`src/rtl/profile_motif_run_extractor_core_macros.svh`:
```
// Assertion macros shared by the RTL of the motif run extractor.
// With ASSERT_OFF defined, every macro expands to nothing.
`ifndef PROFILE_MOTIF_RUN_EXTRACTOR_CORE_MACROS_SVH
`define PROFILE_MOTIF_RUN_EXTRACTOR_CORE_MACROS_SVH

`ifndef ASSERT_OFF

// Property checked on every clock edge outside reset.
`define PRMX_ASSERT(lbl, clk, rstn, prop) \
  lbl: assert property (@(posedge clk) disable iff (!rstn) prop) \
    else $error("prmx assertion failed");

// Property checked on every clock edge, reset included.
`define PRMX_ASSERT_ALWAYS(lbl, clk, prop) \
  lbl: assert property (@(posedge clk) prop) \
    else $error("prmx assertion failed");

`else

`define PRMX_ASSERT(lbl, clk, rstn, prop)
`define PRMX_ASSERT_ALWAYS(lbl, clk, prop)

`endif

`endif

```
`src/rtl/prmx_pkg.sv`:
```
`timescale 1ns / 1ps

package prmx_pkg;

  // Profile geometry.
  localparam int unsigned MAX_PROFILE_LEN = 65536;
  localparam int unsigned POS_W = $clog2(MAX_PROFILE_LEN);
  localparam int unsigned PEAK_W = POS_W + 1;
  localparam logic [POS_W-1:0] POS_LAST = POS_W'(MAX_PROFILE_LEN - 1);

  // Field and datapath widths.
  localparam int unsigned SAMPLE_W = 16;
  localparam int unsigned CFG_W = 16;
  localparam int unsigned PROD_W = SAMPLE_W + CFG_W + 1;
  localparam int unsigned WSCORE_W = PROD_W - 8;
  localparam int unsigned SCORE_W = 48;
  localparam int unsigned LEN_W = 17;
  localparam int unsigned NUM_W = 16;
  localparam logic [LEN_W-1:0] LEN_MAX = '1;
  localparam logic [NUM_W-1:0] NUM_MAX = '1;

  // Reset values of the configuration registers.
  localparam logic [CFG_W-1:0] SCORE_WEIGHT_RST = 16'd256;
  localparam logic [CFG_W-1:0] MIN_LENGTH_RST = 16'd4;
  localparam logic [CFG_W-1:0] MIN_SCORE_RST = 16'd2;

  // Configuration register indexes.
  typedef enum logic [1:0] {
    REG_SCORE_WEIGHT = 2'd0,
    REG_MIN_LENGTH   = 2'd1,
    REG_MIN_SCORE    = 2'd2
  } prmx_reg_e;

  // Current configuration as seen by the datapath.
  typedef struct packed {
    logic [CFG_W-1:0] score_weight;
    logic [CFG_W-1:0] min_length;
    logic [CFG_W-1:0] min_score;
  } prmx_cfg_t;

  // One item after the weighting stage.
  typedef struct packed {
    logic signed [SAMPLE_W-1:0] sample;
    logic                       last;
    logic signed [WSCORE_W-1:0] wscore;
  } prmx_item_t;

endpackage

```
`src/rtl/prmx_cfg.sv`:
```
`timescale 1ns / 1ps

module prmx_cfg import prmx_pkg::*; (
  input  logic             clk_i,
  input  logic             rst_ni,
  input  logic             cfg_we_i,
  input  logic [1:0]       cfg_idx_i,
  input  logic [CFG_W-1:0] cfg_wdata_i,
  output prmx_cfg_t        cfg_o
);

  prmx_cfg_t cfg_q, cfg_d;

  // Register write decode; unknown indexes are dropped.
  always_comb begin
    cfg_d = cfg_q;
    if (cfg_we_i) begin
      unique case (cfg_idx_i)
        REG_SCORE_WEIGHT: cfg_d.score_weight = cfg_wdata_i;
        REG_MIN_LENGTH:   cfg_d.min_length = cfg_wdata_i;
        REG_MIN_SCORE:    cfg_d.min_score = cfg_wdata_i;
        default: ;
      endcase
    end
  end

  always_ff @(posedge clk_i or negedge rst_ni) begin
    if (!rst_ni) begin
      cfg_q.score_weight <= SCORE_WEIGHT_RST;
      cfg_q.min_length <= MIN_LENGTH_RST;
      cfg_q.min_score <= MIN_SCORE_RST;
    end else begin
      cfg_q <= cfg_d;
    end
  end

  assign cfg_o = cfg_q;

endmodule

```
`src/rtl/prmx_front.sv`:
```
`timescale 1ns / 1ps

module prmx_front import prmx_pkg::*; (
  input  logic                       clk_i,
  input  logic                       rst_ni,
  input  logic                       in_valid_i,
  output logic                       in_stall_o,
  input  logic signed [SAMPLE_W-1:0] sample_i,
  input  logic                       last_i,
  input  logic [CFG_W-1:0]           score_weight_i,
  input  logic                       take_ready_i,
  output logic                       item_valid_o,
  output prmx_item_t                 item_o
);

  logic                     valid_q, valid_d;
  prmx_item_t               item_q;
  logic signed [PROD_W-1:0] prod;
  logic                     take;
  logic                     load;

  // The stage frees up when the run tracker takes its item.
  assign take = valid_q && take_ready_i;
  assign in_stall_o = valid_q && !take_ready_i;
  assign load = in_valid_i && !in_stall_o;

  // Q8.8 times Q8.8 gives Q16.16; the arithmetic shift floors back to Q8.8.
  assign prod = sample_i * $signed({1'b0, score_weight_i});

  always_comb begin
    valid_d = valid_q;
    if (load) begin
      valid_d = 1'b1;
    end else if (take) begin
      valid_d = 1'b0;
    end
  end

  always_ff @(posedge clk_i or negedge rst_ni) begin
    if (!rst_ni) begin
      valid_q <= 1'b0;
    end else begin
      valid_q <= valid_d;
    end
  end

  // Item payload.
  always_ff @(posedge clk_i) begin
    if (load) begin
      item_q.sample <= sample_i;
      item_q.last <= last_i;
      item_q.wscore <= prod[PROD_W-1:8];
    end
  end

  assign item_valid_o = valid_q;
  assign item_o = item_q;

endmodule

```
`src/rtl/prmx_run.sv`:
```
`timescale 1ns / 1ps

module prmx_run import prmx_pkg::*; (
  input  logic                      clk_i,
  input  logic                      rst_ni,
  input  logic                      item_valid_i,
  input  prmx_item_t                item_i,
  input  logic [CFG_W-1:0]          min_length_i,
  input  logic [CFG_W-1:0]          min_score_i,
  output logic                      ready_o,
  output logic                      out_valid_o,
  input  logic                      out_stall_i,
  output logic [POS_W-1:0]          motif_start_o,
  output logic [POS_W-1:0]          motif_end_o,
  output logic [PEAK_W-1:0]         peak_position_o,
  output logic signed [SCORE_W-1:0] motif_score_o,
  output logic [NUM_W-1:0]          motif_number_o
);

  // Run state.
  logic [POS_W-1:0]           position_q, position_d;
  logic                       in_run_q, in_run_d;
  logic [POS_W-1:0]           run_start_q;
  logic [LEN_W-1:0]           run_length_q;
  logic signed [SCORE_W-1:0]  score_sum_q;
  logic signed [SAMPLE_W-1:0] peak_value_q;
  logic [PEAK_W-1:0]          peak_index_q;
  logic [NUM_W-1:0]           next_number_q, next_number_d;
  logic                       out_valid_q, out_valid_d;

  logic                       go;
  logic                       nonzero;
  logic                       fresh;
  logic [POS_W-1:0]           base_start;
  logic [LEN_W-1:0]           base_len;
  logic signed [SCORE_W-1:0]  base_sum;
  logic signed [SAMPLE_W-1:0] base_pv;
  logic [PEAK_W-1:0]          base_pi;
  logic signed [SCORE_W:0]    sum_wide;
  logic signed [SCORE_W-1:0]  upd_sum;
  logic                       peak_hit;
  logic signed [SAMPLE_W-1:0] upd_pv;
  logic [PEAK_W-1:0]          upd_pi;
  logic [LEN_W-1:0]           upd_len;
  logic [POS_W-1:0]           cand_start;
  logic [LEN_W-1:0]           cand_len;
  logic signed [SCORE_W-1:0]  cand_sum;
  logic [PEAK_W-1:0]          cand_pi;
  logic                       close;
  logic                       emit;
  logic [POS_W+1:0]           end_wide;
  logic [POS_W-1:0]           end_pos;

  // The output register can take a new result when empty or being drained.
  assign ready_o = !out_valid_q || !out_stall_i;
  assign go = item_valid_i && ready_o;

  // A nonzero sample on a closed run opens a new one at the current position.
  assign nonzero = item_i.sample != '0;
  assign fresh = !in_run_q;
  assign base_start = fresh ? position_q : run_start_q;
  assign base_len = fresh ? '0 : run_length_q;
  assign base_sum = fresh ? '0 : score_sum_q;
  assign base_pv = fresh ? '0 : peak_value_q;
  assign base_pi = fresh ? {1'b0, position_q} : peak_index_q;

  // Saturating score accumulation.
  assign sum_wide = {base_sum[SCORE_W-1], base_sum}
                  + {{(SCORE_W + 1 - WSCORE_W){item_i.wscore[WSCORE_W-1]}}, item_i.wscore};

  always_comb begin
    if (sum_wide[SCORE_W] != sum_wide[SCORE_W-1]) begin
      upd_sum = sum_wide[SCORE_W] ? {1'b1, {(SCORE_W-1){1'b0}}}
                                  : {1'b0, {(SCORE_W-1){1'b1}}};
    end else begin
      upd_sum = sum_wide[SCORE_W-1:0];
    end
  end

  // Peak tracks the first strict maximum above zero, as a 1-based index.
  assign peak_hit = item_i.sample > base_pv;
  assign upd_pv = peak_hit ? item_i.sample : base_pv;
  assign upd_pi = peak_hit ? ({1'b0, position_q} + 1'b1) : base_pi;
  assign upd_len = (base_len == LEN_MAX) ? base_len : base_len + 1'b1;

  // A zero sample closes the open run as it stood; a last nonzero sample
  // closes the run including itself.
  assign cand_start = nonzero ? base_start : run_start_q;
  assign cand_len = nonzero ? upd_len : run_length_q;
  assign cand_sum = nonzero ? upd_sum : score_sum_q;
  assign cand_pi = nonzero ? upd_pi : peak_index_q;
  assign close = nonzero ? item_i.last : in_run_q;
  assign emit = close && (cand_len > {1'b0, min_length_i})
             && (cand_sum > $signed({{(SCORE_W - CFG_W){1'b0}}, min_score_i}));

  // Inclusive end, clamped to the last valid position.
  assign end_wide = {2'b00, cand_start} + {1'b0, cand_len} - 1'b1;
  assign end_pos = (end_wide > {2'b00, POS_LAST}) ? POS_LAST : end_wide[POS_W-1:0];

  // Position, run flag and numbering.
  always_comb begin
    position_d = position_q;
    in_run_d = in_run_q;
    next_number_d = next_number_q;
    if (go) begin
      in_run_d = nonzero && !item_i.last;
      if (item_i.last) begin
        position_d = '0;
        next_number_d = NUM_W'(1);
      end else begin
        if (position_q != POS_LAST) begin
          position_d = position_q + 1'b1;
        end
        if (emit && next_number_q != NUM_MAX) begin
          next_number_d = next_number_q + 1'b1;
        end
      end
    end
  end

  // Output valid: loaded on a taken item, cleared once drained.
  always_comb begin
    out_valid_d = out_valid_q;
    if (ready_o) begin
      out_valid_d = go && emit;
    end
  end

  always_ff @(posedge clk_i or negedge rst_ni) begin
    if (!rst_ni) begin
      position_q <= '0;
      in_run_q <= 1'b0;
      next_number_q <= NUM_W'(1);
      out_valid_q <= 1'b0;
      run_start_q <= '0;
      run_length_q <= '0;
      score_sum_q <= '0;
      peak_value_q <= '0;
      peak_index_q <= '0;
    end else begin
      position_q <= position_d;
      in_run_q <= in_run_d;
      next_number_q <= next_number_d;
      out_valid_q <= out_valid_d;
      if (go && nonzero) begin
        run_start_q <= base_start;
        run_length_q <= upd_len;
        score_sum_q <= upd_sum;
        peak_value_q <= upd_pv;
        peak_index_q <= upd_pi;
      end
    end
  end

  // Result payload.
  always_ff @(posedge clk_i) begin
    if (go && emit) begin
      motif_start_o <= cand_start;
      motif_end_o <= end_pos;
      peak_position_o <= cand_pi;
      motif_score_o <= cand_sum;
      motif_number_o <= next_number_q;
    end
  end

  assign out_valid_o = out_valid_q;

endmodule

```
`src/rtl/profile_motif_run_extractor_core.sv`:
```
`timescale 1ns / 1ps
// Motif run extractor for signed Q8.8 profile samples.
// Input channel: in_valid_i / in_stall_o with sample_i and last_i; an item is
// taken on a rising edge with in_valid_i high and in_stall_o low. Output
// channel: out_valid_o / out_stall_i with one motif per item.
// A run of nonzero samples that closes with enough length and score gives one
// motif; samples that close nothing give no output item.
// The configuration port (cfg_we_i, cfg_idx_i, cfg_wdata_i) writes score_weight,
// min_length and min_score; write it only while the block is idle.
// A motif passes the input register and then the result register before it
// appears on out_valid_o: the weighting multiply sits in front of the input
// register, and the run state update loads the result register.
// Throughput: one item per cycle while out_stall_i stays low, set by the single
// multiply and the single accumulate and compare per item.
// When the receiver stalls, the result register holds its motif, one more
// item waits in the weighting register, and then in_stall_o rises.
// Reset clears the run state, position and numbering and loads the register
// defaults (weight 256, min_length 4, min_score 2).
`include "profile_motif_run_extractor_core_macros.svh"

module profile_motif_run_extractor_core import prmx_pkg::*; (
  input  logic                       clk_i,
  input  logic                       rst_ni,
  input  logic                       cfg_we_i,
  input  logic [1:0]                 cfg_idx_i,
  input  logic [CFG_W-1:0]           cfg_wdata_i,
  input  logic                       in_valid_i,
  output logic                       in_stall_o,
  input  logic signed [SAMPLE_W-1:0] sample_i,
  input  logic                       last_i,
  output logic                       out_valid_o,
  input  logic                       out_stall_i,
  output logic [POS_W-1:0]           motif_start_o,
  output logic [POS_W-1:0]           motif_end_o,
  output logic [PEAK_W-1:0]          peak_position_o,
  output logic signed [SCORE_W-1:0]  motif_score_o,
  output logic [NUM_W-1:0]           motif_number_o
);

  prmx_cfg_t  cfg;
  prmx_item_t item;
  logic       item_valid;
  logic       run_ready;

  // Configuration registers.
  prmx_cfg u_cfg (
    .clk_i       (clk_i),
    .rst_ni      (rst_ni),
    .cfg_we_i    (cfg_we_i),
    .cfg_idx_i   (cfg_idx_i),
    .cfg_wdata_i (cfg_wdata_i),
    .cfg_o       (cfg)
  );

  // Input register and sample weighting.
  prmx_front u_front (
    .clk_i          (clk_i),
    .rst_ni         (rst_ni),
    .in_valid_i     (in_valid_i),
    .in_stall_o     (in_stall_o),
    .sample_i       (sample_i),
    .last_i         (last_i),
    .score_weight_i (cfg.score_weight),
    .take_ready_i   (run_ready),
    .item_valid_o   (item_valid),
    .item_o         (item)
  );

  // Run tracking and result register.
  prmx_run u_run (
    .clk_i           (clk_i),
    .rst_ni          (rst_ni),
    .item_valid_i    (item_valid),
    .item_i          (item),
    .min_length_i    (cfg.min_length),
    .min_score_i     (cfg.min_score),
    .ready_o         (run_ready),
    .out_valid_o     (out_valid_o),
    .out_stall_i     (out_stall_i),
    .motif_start_o   (motif_start_o),
    .motif_end_o     (motif_end_o),
    .peak_position_o (peak_position_o),
    .motif_score_o   (motif_score_o),
    .motif_number_o  (motif_number_o)
  );

  // A waiting item behind a stalled result must back-pressure the input.
  `PRMX_ASSERT(a_stall_chain, clk_i, rst_ni, (item_valid && out_valid_o && out_stall_i |-> in_stall_o))
  // A motif never ends before it starts.
  `PRMX_ASSERT(a_end_order, clk_i, rst_ni, (out_valid_o |-> motif_end_o >= motif_start_o))
  // The peak lies at or after the run start.
  `PRMX_ASSERT(a_peak_order, clk_i, rst_ni, (out_valid_o |-> peak_position_o >= {1'b0, motif_start_o}))
  // Numbering starts from one.
  `PRMX_ASSERT(a_number_nonzero, clk_i, rst_ni, (out_valid_o |-> motif_number_o != '0))
  // No result is shown while reset is held.
  `PRMX_ASSERT_ALWAYS(a_reset_quiet, clk_i, (!rst_ni |-> !out_valid_o))

endmodule

```
`config.mk`:
```
export PLATFORM = sky130hd
export DESIGN_NAME = profile_motif_run_extractor_core
export DESIGN_NICKNAME = d
export VERILOG_FILES = /design/src/rtl/prmx_pkg.sv /design/src/rtl/prmx_cfg.sv /design/src/rtl/prmx_front.sv /design/src/rtl/prmx_run.sv /design/src/rtl/profile_motif_run_extractor_core.sv
export VERILOG_INCLUDE_DIRS = /design/src /design/src/rtl
export SDC_FILE = /design/constraint.sdc
export NUM_CORES = 2
export LEC_CHECK = 0
export BUFFER_PORTS_ARGS = -buffer_cell sky130_fd_sc_hd__buf_2
export CORE_MARGIN = 2
export CORE_UTILIZATION = 35
export DETAILED_ROUTE_END_ITERATION = 16
export SYNTH_ARGS = -nofsm -noshare
export SYNTH_HDL_FRONTEND = slang
export SYNTH_HIERARCHICAL = 1
export SYNTH_SLANG_ARGS = --single-unit
```
`constraint.sdc`:
```
create_clock -name clk_i -period 11.5 [get_ports clk_i]
set_clock_uncertainty 0.2 [all_clocks]
set_input_delay 0.575 -clock clk_i [delete_from_list [all_inputs] [get_ports clk_i]]
set_output_delay 0.575 -clock clk_i [all_outputs]
set_load 0.1 [all_outputs]
```
**Word level (Yosys, flattened, before mapping)**

Cells that the tools add are included.

- Output and inout bits: 115
- Bits in registers: 352
- Input port bits: 40
- Word-level logic and storage cells: 85

- Mux-type cells: 21
- Add/sub/neg operators: 7
- Reduce and logical (&&, ||, !) cells: 25
- Eq/ne operators: 6
- Magnitude comparators: 4
- Multipliers: 1

Operators with widths:

| cell | count |
|---|---|
| two-way mux 48 bit | 4 |
| two-way mux 16 bit | 8 |
| two-way mux 17 bit | 6 |
| adder 48 x 25 -> 49 bit | 1 |
| greater-than comparator 48 x 17 -> 1 bit | 1 |
| multiplier 16 x 17 -> 33 bit | 1 |
| adder 16 x 1 -> 16 bit, second input constant | 2 |
| != test 16 bit, second input constant | 2 |
| adder 16 x 17 -> 18 bit | 1 |
| greater-than comparator 18 x 16 -> 1 bit, second input constant | 1 |
| subtractor 18 x 1 -> 18 bit, second input constant | 1 |
| adder 16 x 1 -> 17 bit, second input constant | 1 |
| adder 17 x 1 -> 17 bit, second input constant | 1 |
| == test 17 bit, second input constant | 1 |
| greater-than comparator 17 x 16 -> 1 bit | 1 |
| greater-than comparator 16 bit | 1 |
| nonzero test 16 bit | 1 |
| AND reduction 2 bit | 5 |
| logical AND 1 bit | 9 |
| nonzero test 2 bit | 3 |
| zero test 1 bit | 5 |
| two-way mux 1 bit | 3 |
| == test 2 x 1 -> 1 bit, second input constant | 1 |
| == test 2 bit, second input constant | 1 |
| 3 further kinds | 3 |

**Logic depth before layout (Yosys ltp)**

- Depth after elaboration: 10
- Depth in mapped cells: 34

**By module**

The synthesis kept the hierarchy.

By module, submodules not included:

| module | times used | cells each | area an instance (sq um) |
|---|---|---|---|
| prmx_run | 1 | 1987 | 17614.4 |
| prmx_front | 1 | 1067 | 10053.4 |
| prmx_cfg | 1 | 102 | 1819.2 |

**Worst setup path after synthesis**

OpenSTA, ideal clock, no wires.

- Path kind: flip-flop to flip-flop
- Start: register u_run.in_run_q
- End: register u_run.motif_end_o[0], enable pin
- Data arrival time: 10.638 ns
- Path slack: 0.076 ns
- Path buffers: 9
- Stages on the path, launching flop included: 35
- Path through: dfrtp_1 clkbuf_1 clkbuf_1 clkbuf_1 clkbuf_1 and2_1 ha_1 buf_6 and2_4 and3_4 a211o_1 a31o_1 a311o_1 nand3_1 clkbuf_1 clkbuf_1 nand2_1 o21ai_0 o21ai_0 ha_1 nor2b_1 o21a_1 o21a_1 o21a_1 o21a_1 o211ai_1 a211o_1 o211ai_1 or4_1 nor4_2 and2_1 buf_6 buf_6 or2_2 nor2_1

- Cells in the longest elaborated chain, start to end: 8
- Elaborated cells on any way between the ends: 17

Ends and longest elaborated chain:

| what | RTL line | RTL |
|---|---|---|
| start, declared | prmx_run.sv:22 | `logic in_run_q, in_run_d;` |
| start signal, assigned | prmx_run.sv:142 | `in_run_q <= in_run_d;` |
| two-way mux 48 bit (*) | prmx_run.sv:63 | `assign base_sum = fresh ? '0 : score_sum_q;` |
| adder 48 x 25 -> 49 bit (*) | prmx_run.sv:69 | `+ {{(SCORE_W + 1 - WSCORE_W){item_i.wscore[WSCORE_W-1]}}, item_i.wscore};` |
| two-way mux 48 bit or != test 1 bit (tied branches) | prmx_run.sv:73, prmx_run.sv:72 |  |
| two-way mux 48 bit (*) | prmx_run.sv:72 | `if (sum_wide[SCORE_W] != sum_wide[SCORE_W-1]) begin` |
| two-way mux 48 bit (*) | prmx_run.sv:90 | `assign cand_sum = nonzero ? upd_sum : score_sum_q;` |
| via u_run.cand_sum[1] | prmx_run.sv:47 | `logic signed [SCORE_W-1:0] cand_sum;` |
| greater-than comparator 48 x 17 -> 1 bit (*) | prmx_run.sv:94 | `&& (cand_sum > $signed({{(SCORE_W - CFG_W){1'b0}}, min_score_i}));` |
| logical AND 1 bit (*) | prmx_run.sv:94 |  |
| logical AND 1 bit (*) | prmx_run.sv:157 | `if (go && emit) begin` |
| end signal, assigned | prmx_run.sv:159 | `motif_end_o <= end_pos;` |
| end, declared | prmx_run.sv:14 | `output logic [POS_W-1:0] motif_end_o,` |

The timed path passes the listed nets; every way through them passes the cells marked *.
A chain may end at the register's enable or synchronous reset.

**Worst setup path after layout**

- Start: register u_run.in_run_q
- End: register u_run.motif_score_o[17], enable pin

- Cells in the longest elaborated chain, start to end: 8
- Elaborated cells on any way between the ends: 17

Ends and longest elaborated chain:

| what | RTL line | RTL |
|---|---|---|
| two-way mux 48 bit (*) | prmx_run.sv:63 |  |
| adder 48 x 25 -> 49 bit (*) | prmx_run.sv:69 |  |
| two-way mux 48 bit or != test 1 bit (tied branches) | prmx_run.sv:73, prmx_run.sv:72 |  |
| two-way mux 48 bit (*) | prmx_run.sv:72 |  |
| two-way mux 48 bit (*) | prmx_run.sv:90 |  |
| via u_run.cand_sum[9] | prmx_run.sv:47 |  |
| greater-than comparator 48 x 17 -> 1 bit (*) | prmx_run.sv:94 |  |
| logical AND 1 bit (*) | prmx_run.sv:94 |  |
| logical AND 1 bit (*) | prmx_run.sv:157 |  |
| end signal, assigned | prmx_run.sv:161 | `motif_score_o <= cand_sum;` |
| end, declared | prmx_run.sv:16 | `output logic signed [SCORE_W-1:0] motif_score_o,` |

Marks and branches as above.

==> impl_metrics.ini <==
[run_status]
run_status = finished clean

[critical_path]
worstSetupEndpointType = register
worstSetupStartpointType = register
cp_data_required_time_ns = 11.50
reg2reg_from = u_run/in_run_q
worstPathArrival_ns = 9.61
timing.critical_path.fanout_max = 54
crit_type = register to register
startpoint = u_run/in_run_q

[grt]
grt_remaining_overflow = 0
grt_usage_pct = 19.0
pin_count_of_the_biggest_net_entering_global_routing = 103
grt_pass1_wl_um = 129000
grt_pass1_vias = 22300
grt_antenna_before_repair = 4

[timing]
setup_violations = 0
timing_hold_violations_final = 0
period_needed_ns = 9.62
max_clock_freq_mhz = 104
rsz0062_at_grt = false
timing.final.max_slew_violations = 0
timing_worst_slew_pin_value_ns = 1.27
worst_slew_margin_rel_pct = 14.9
fin_crit_sh_pct = 83.6
setup_total_negative_slack_ns = 0

[detailed_routing]
route.antenna.remaining_nets = 0
totalWireLength_um = 82800
drt-initial-drc-count = 1604
wire_per_inst_um = 19.1
vias_per_cell = 5.33
post-route-drc-count = 0
detailroute.via_count = 23100
detail_route.first_pass.iterations = 6

[place]
detailed_place_hpwl_um = 61800
number_of_port_buffers = 154
gp_congestion = 0.968

[yosys]
post_synth_num_cell_types = 87
netlist_instances = 3156
async_reset_ff_share_pct = 56.0
synth_enable_flop_cells = 155
syn_avg_cell_area_um2 = 9.34
syn_nets = 3641
synth.yosys.warnings = 6
synth_sequential_area_ratio_pct = 32.5
ys_ff_latch = 352
syn_area_mm2 = 0.0295
synth_top_flop_cell = sky130_fd_sc_hd__dfrtp_1

[clock_network]
post_cts.resized_instances = 0
tritoncts = done
clock_path_buffers = 3
cts_htree_levels = 2
cts-hold-fix-buffers = 3
post_cts.repair.setup_buffers = 0
worstSkewPairLatency_ns = 0.57
cts.sink_count = 352
clkTransAtPathRegs_ns = 0.06
cts-root-buf = sky130_fd_sc_hd__clkbuf_16
cts_inserted_buffers = 38

[hold_path]
holdCritStartpoint = cfg_wdata_i[2]
worstHoldPathType = input port to register

[cells_and_area]
final.fill_count = 8379
layout.cells.most_common_list = sky130_fd_sc_hd__nand2_1 (405), sky130_fd_sc_hd__inv_1 (367), sky130_fd_sc_hd__o21ai_0 (279)
layout.cells.most_common = sky130_fd_sc_hd__nand2_1
drive_above_1_share_pct = 11.2
fin_nets = 3706
area_delta_synth_final_pct = 10.2

[flow_run]
drv_cap = 0

[floorplanning]
top_ports = 155
die_y_um = 294
die_area_mm2 = 0.0866
std_cell_rows = 106
core_mm2 = 0.0836
die_width_um = 294
start_util_pct = 35.3
==> final cells by class <==
type	instances	area, µm²	area share [%]
antenna	1	2.50	0.00770
clock buffer	51	1080	3.33
clock inverter	19	220	0.678
inverter	368	1380	4.25
multi-input combinational	2285	17900	55.1
sequential	352	9590	29.5
tap	1080	1350	4.16
timing repair buffer	176	952	2.93
==> state kept, by name (all words and copies together), names as in the netlist, 17 cells and up <==
register / count
u_cfg/cfg_o: 48
u_front/item_o: 42
u_run/motif_score_o: 48
u_run/peak_index_q: 17
u_run/peak_position_o: 17
u_run/run_length_q: 17
u_run/score_sum_q: 48
==> synth_stat cells (all sizes together), types with 22 or more instances <==
| master | count | share of area [%] |
|---|---|---|
| nand2 | 406 | 5.2 |
| nor3 | 31 | 0.53 |
| a22o | 24 | 0.71 |
| nand4 | 37 | 0.78 |
| o31ai | 24 | 0.61 |
| xor2 | 29 | 0.86 |
| fa | 195 | 13 |
| xnor2 | 46 | 1.4 |
| a21oi | 137 | 2.4 |
| ha | 250 | 11 |
| and3 | 34 | 0.74 |
| edfxtp | 155 | 16 |
| clkbuf | 135 | 1.8 |
| o21a | 22 | 0.56 |
| nand3 | 52 | 0.88 |
| inv | 367 | 4.7 |
| o21ai | 290 | 4.9 |
| dfrtp | 193 | 16 |
| nor2 | 101 | 1.3 |
| a21o | 40 | 1.0 |
| nand2b | 35 | 0.74 |
| mux2 | 84 | 3.2 |
| and2 | 180 | 3.8 |
==> worst paths after layout <==
kind,slack [ns],endpoint,depth (start not counted)
max reg2reg,1.88,u_run/motif_score_o[17],27
max in group asynchronous,8.55,u_run/in_run_q,4
max,1.88,u_run/motif_score_o[17],27
min,0.11,u_cfg/cfg_o[34],2
min reg2reg,0.29,u_run/peak_index_q[0],2
min in group asynchronous,0.48,u_run/peak_index_q[11],2
==> stage by stage <==
step | util [%] | setup slack, ns | hold slack, ns | cells | area [µm²]
6_report | 38.9 | 1.88 | 0.108 | 4332 | 32500
2_1_floorplan | - | 0.0763 | 0.0794 | 3156 | 29500
3_3_place_gp | 37.3 | 2.30 | 0.264 | 4258 | 31200
3_5_place_dp | 37.3 | 1.98 | 0.271 | 4258 | 31200
5_1_grt | 38.9 | 1.35 | 0.110 | 4331 | 32500
4_1_cts | 38.9 | 1.94 | 0.0832 | 4331 | 32500
==> worst max-delay path, cell delays in order (launching register included) <==
cell,delay (ns)
sky130_fd_sc_hd__dfrtp_2,0.71
sky130_fd_sc_hd__and2_1,0.29
sky130_fd_sc_hd__ha_1,0.22
sky130_fd_sc_hd__fa_1,0.43
sky130_fd_sc_hd__a211oi_1,0.37
sky130_fd_sc_hd__o211ai_1,0.26
sky130_fd_sc_hd__nand4_1,0.24
sky130_fd_sc_hd__a21oi_1,0.11
sky130_fd_sc_hd__nor3_1,0.63
sky130_fd_sc_hd__a21o_1,0.59
sky130_fd_sc_hd__nand2_1,0.72
sky130_fd_sc_hd__a21oi_1,0.40
sky130_fd_sc_hd__o21ai_0,0.14
sky130_fd_sc_hd__ha_1,0.36
sky130_fd_sc_hd__a21o_1,0.18
sky130_fd_sc_hd__a21o_1,0.17
sky130_fd_sc_hd__a21o_1,0.17
sky130_fd_sc_hd__a21o_1,0.16
sky130_fd_sc_hd__a21oi_1,0.16
sky130_fd_sc_hd__nor2_1,0.07
sky130_fd_sc_hd__a211oi_1,0.20
sky130_fd_sc_hd__o211ai_1,0.11
sky130_fd_sc_hd__or4_1,0.46
sky130_fd_sc_hd__nor4_2,0.37
sky130_fd_sc_hd__and2_1,0.78
sky130_fd_sc_hd__or2_2,0.28
sky130_fd_sc_hd__nor2_4,0.04
sky130_fd_sc_hd__buf_4,0.34
==> metal layers <==
layer / vias to the layer above / global-route usage (%) / wire length (µm)
li1: 10900 / - / -
met1: 11400 / 26.6 / 37700
met2: 610 / 30.8 / 38500
met3: 112 / 2.50 / 4420
met4: 2 / 5.01 / 2100
met5: - / 0 / 13
==> cells by family (layout without fill, tap and decap cells) <==
logic type	Yosys count	in the layout	synth area share, %
xor gates and xnor gates	75	75	2.23
other	0	1	0
and+or+nand+nor	977	977	16.5
DFF	352	352	32.5
AOI/OAI and AO/OA	679	679	14.1
muxes	93	93	3.51
buffers and inverters	519	614	6.81
adders and majority gates	461	461	24.4
Power is not shown: default switching activity piles up to over one toggle a cycle in this logic, so the estimate is an artifact.
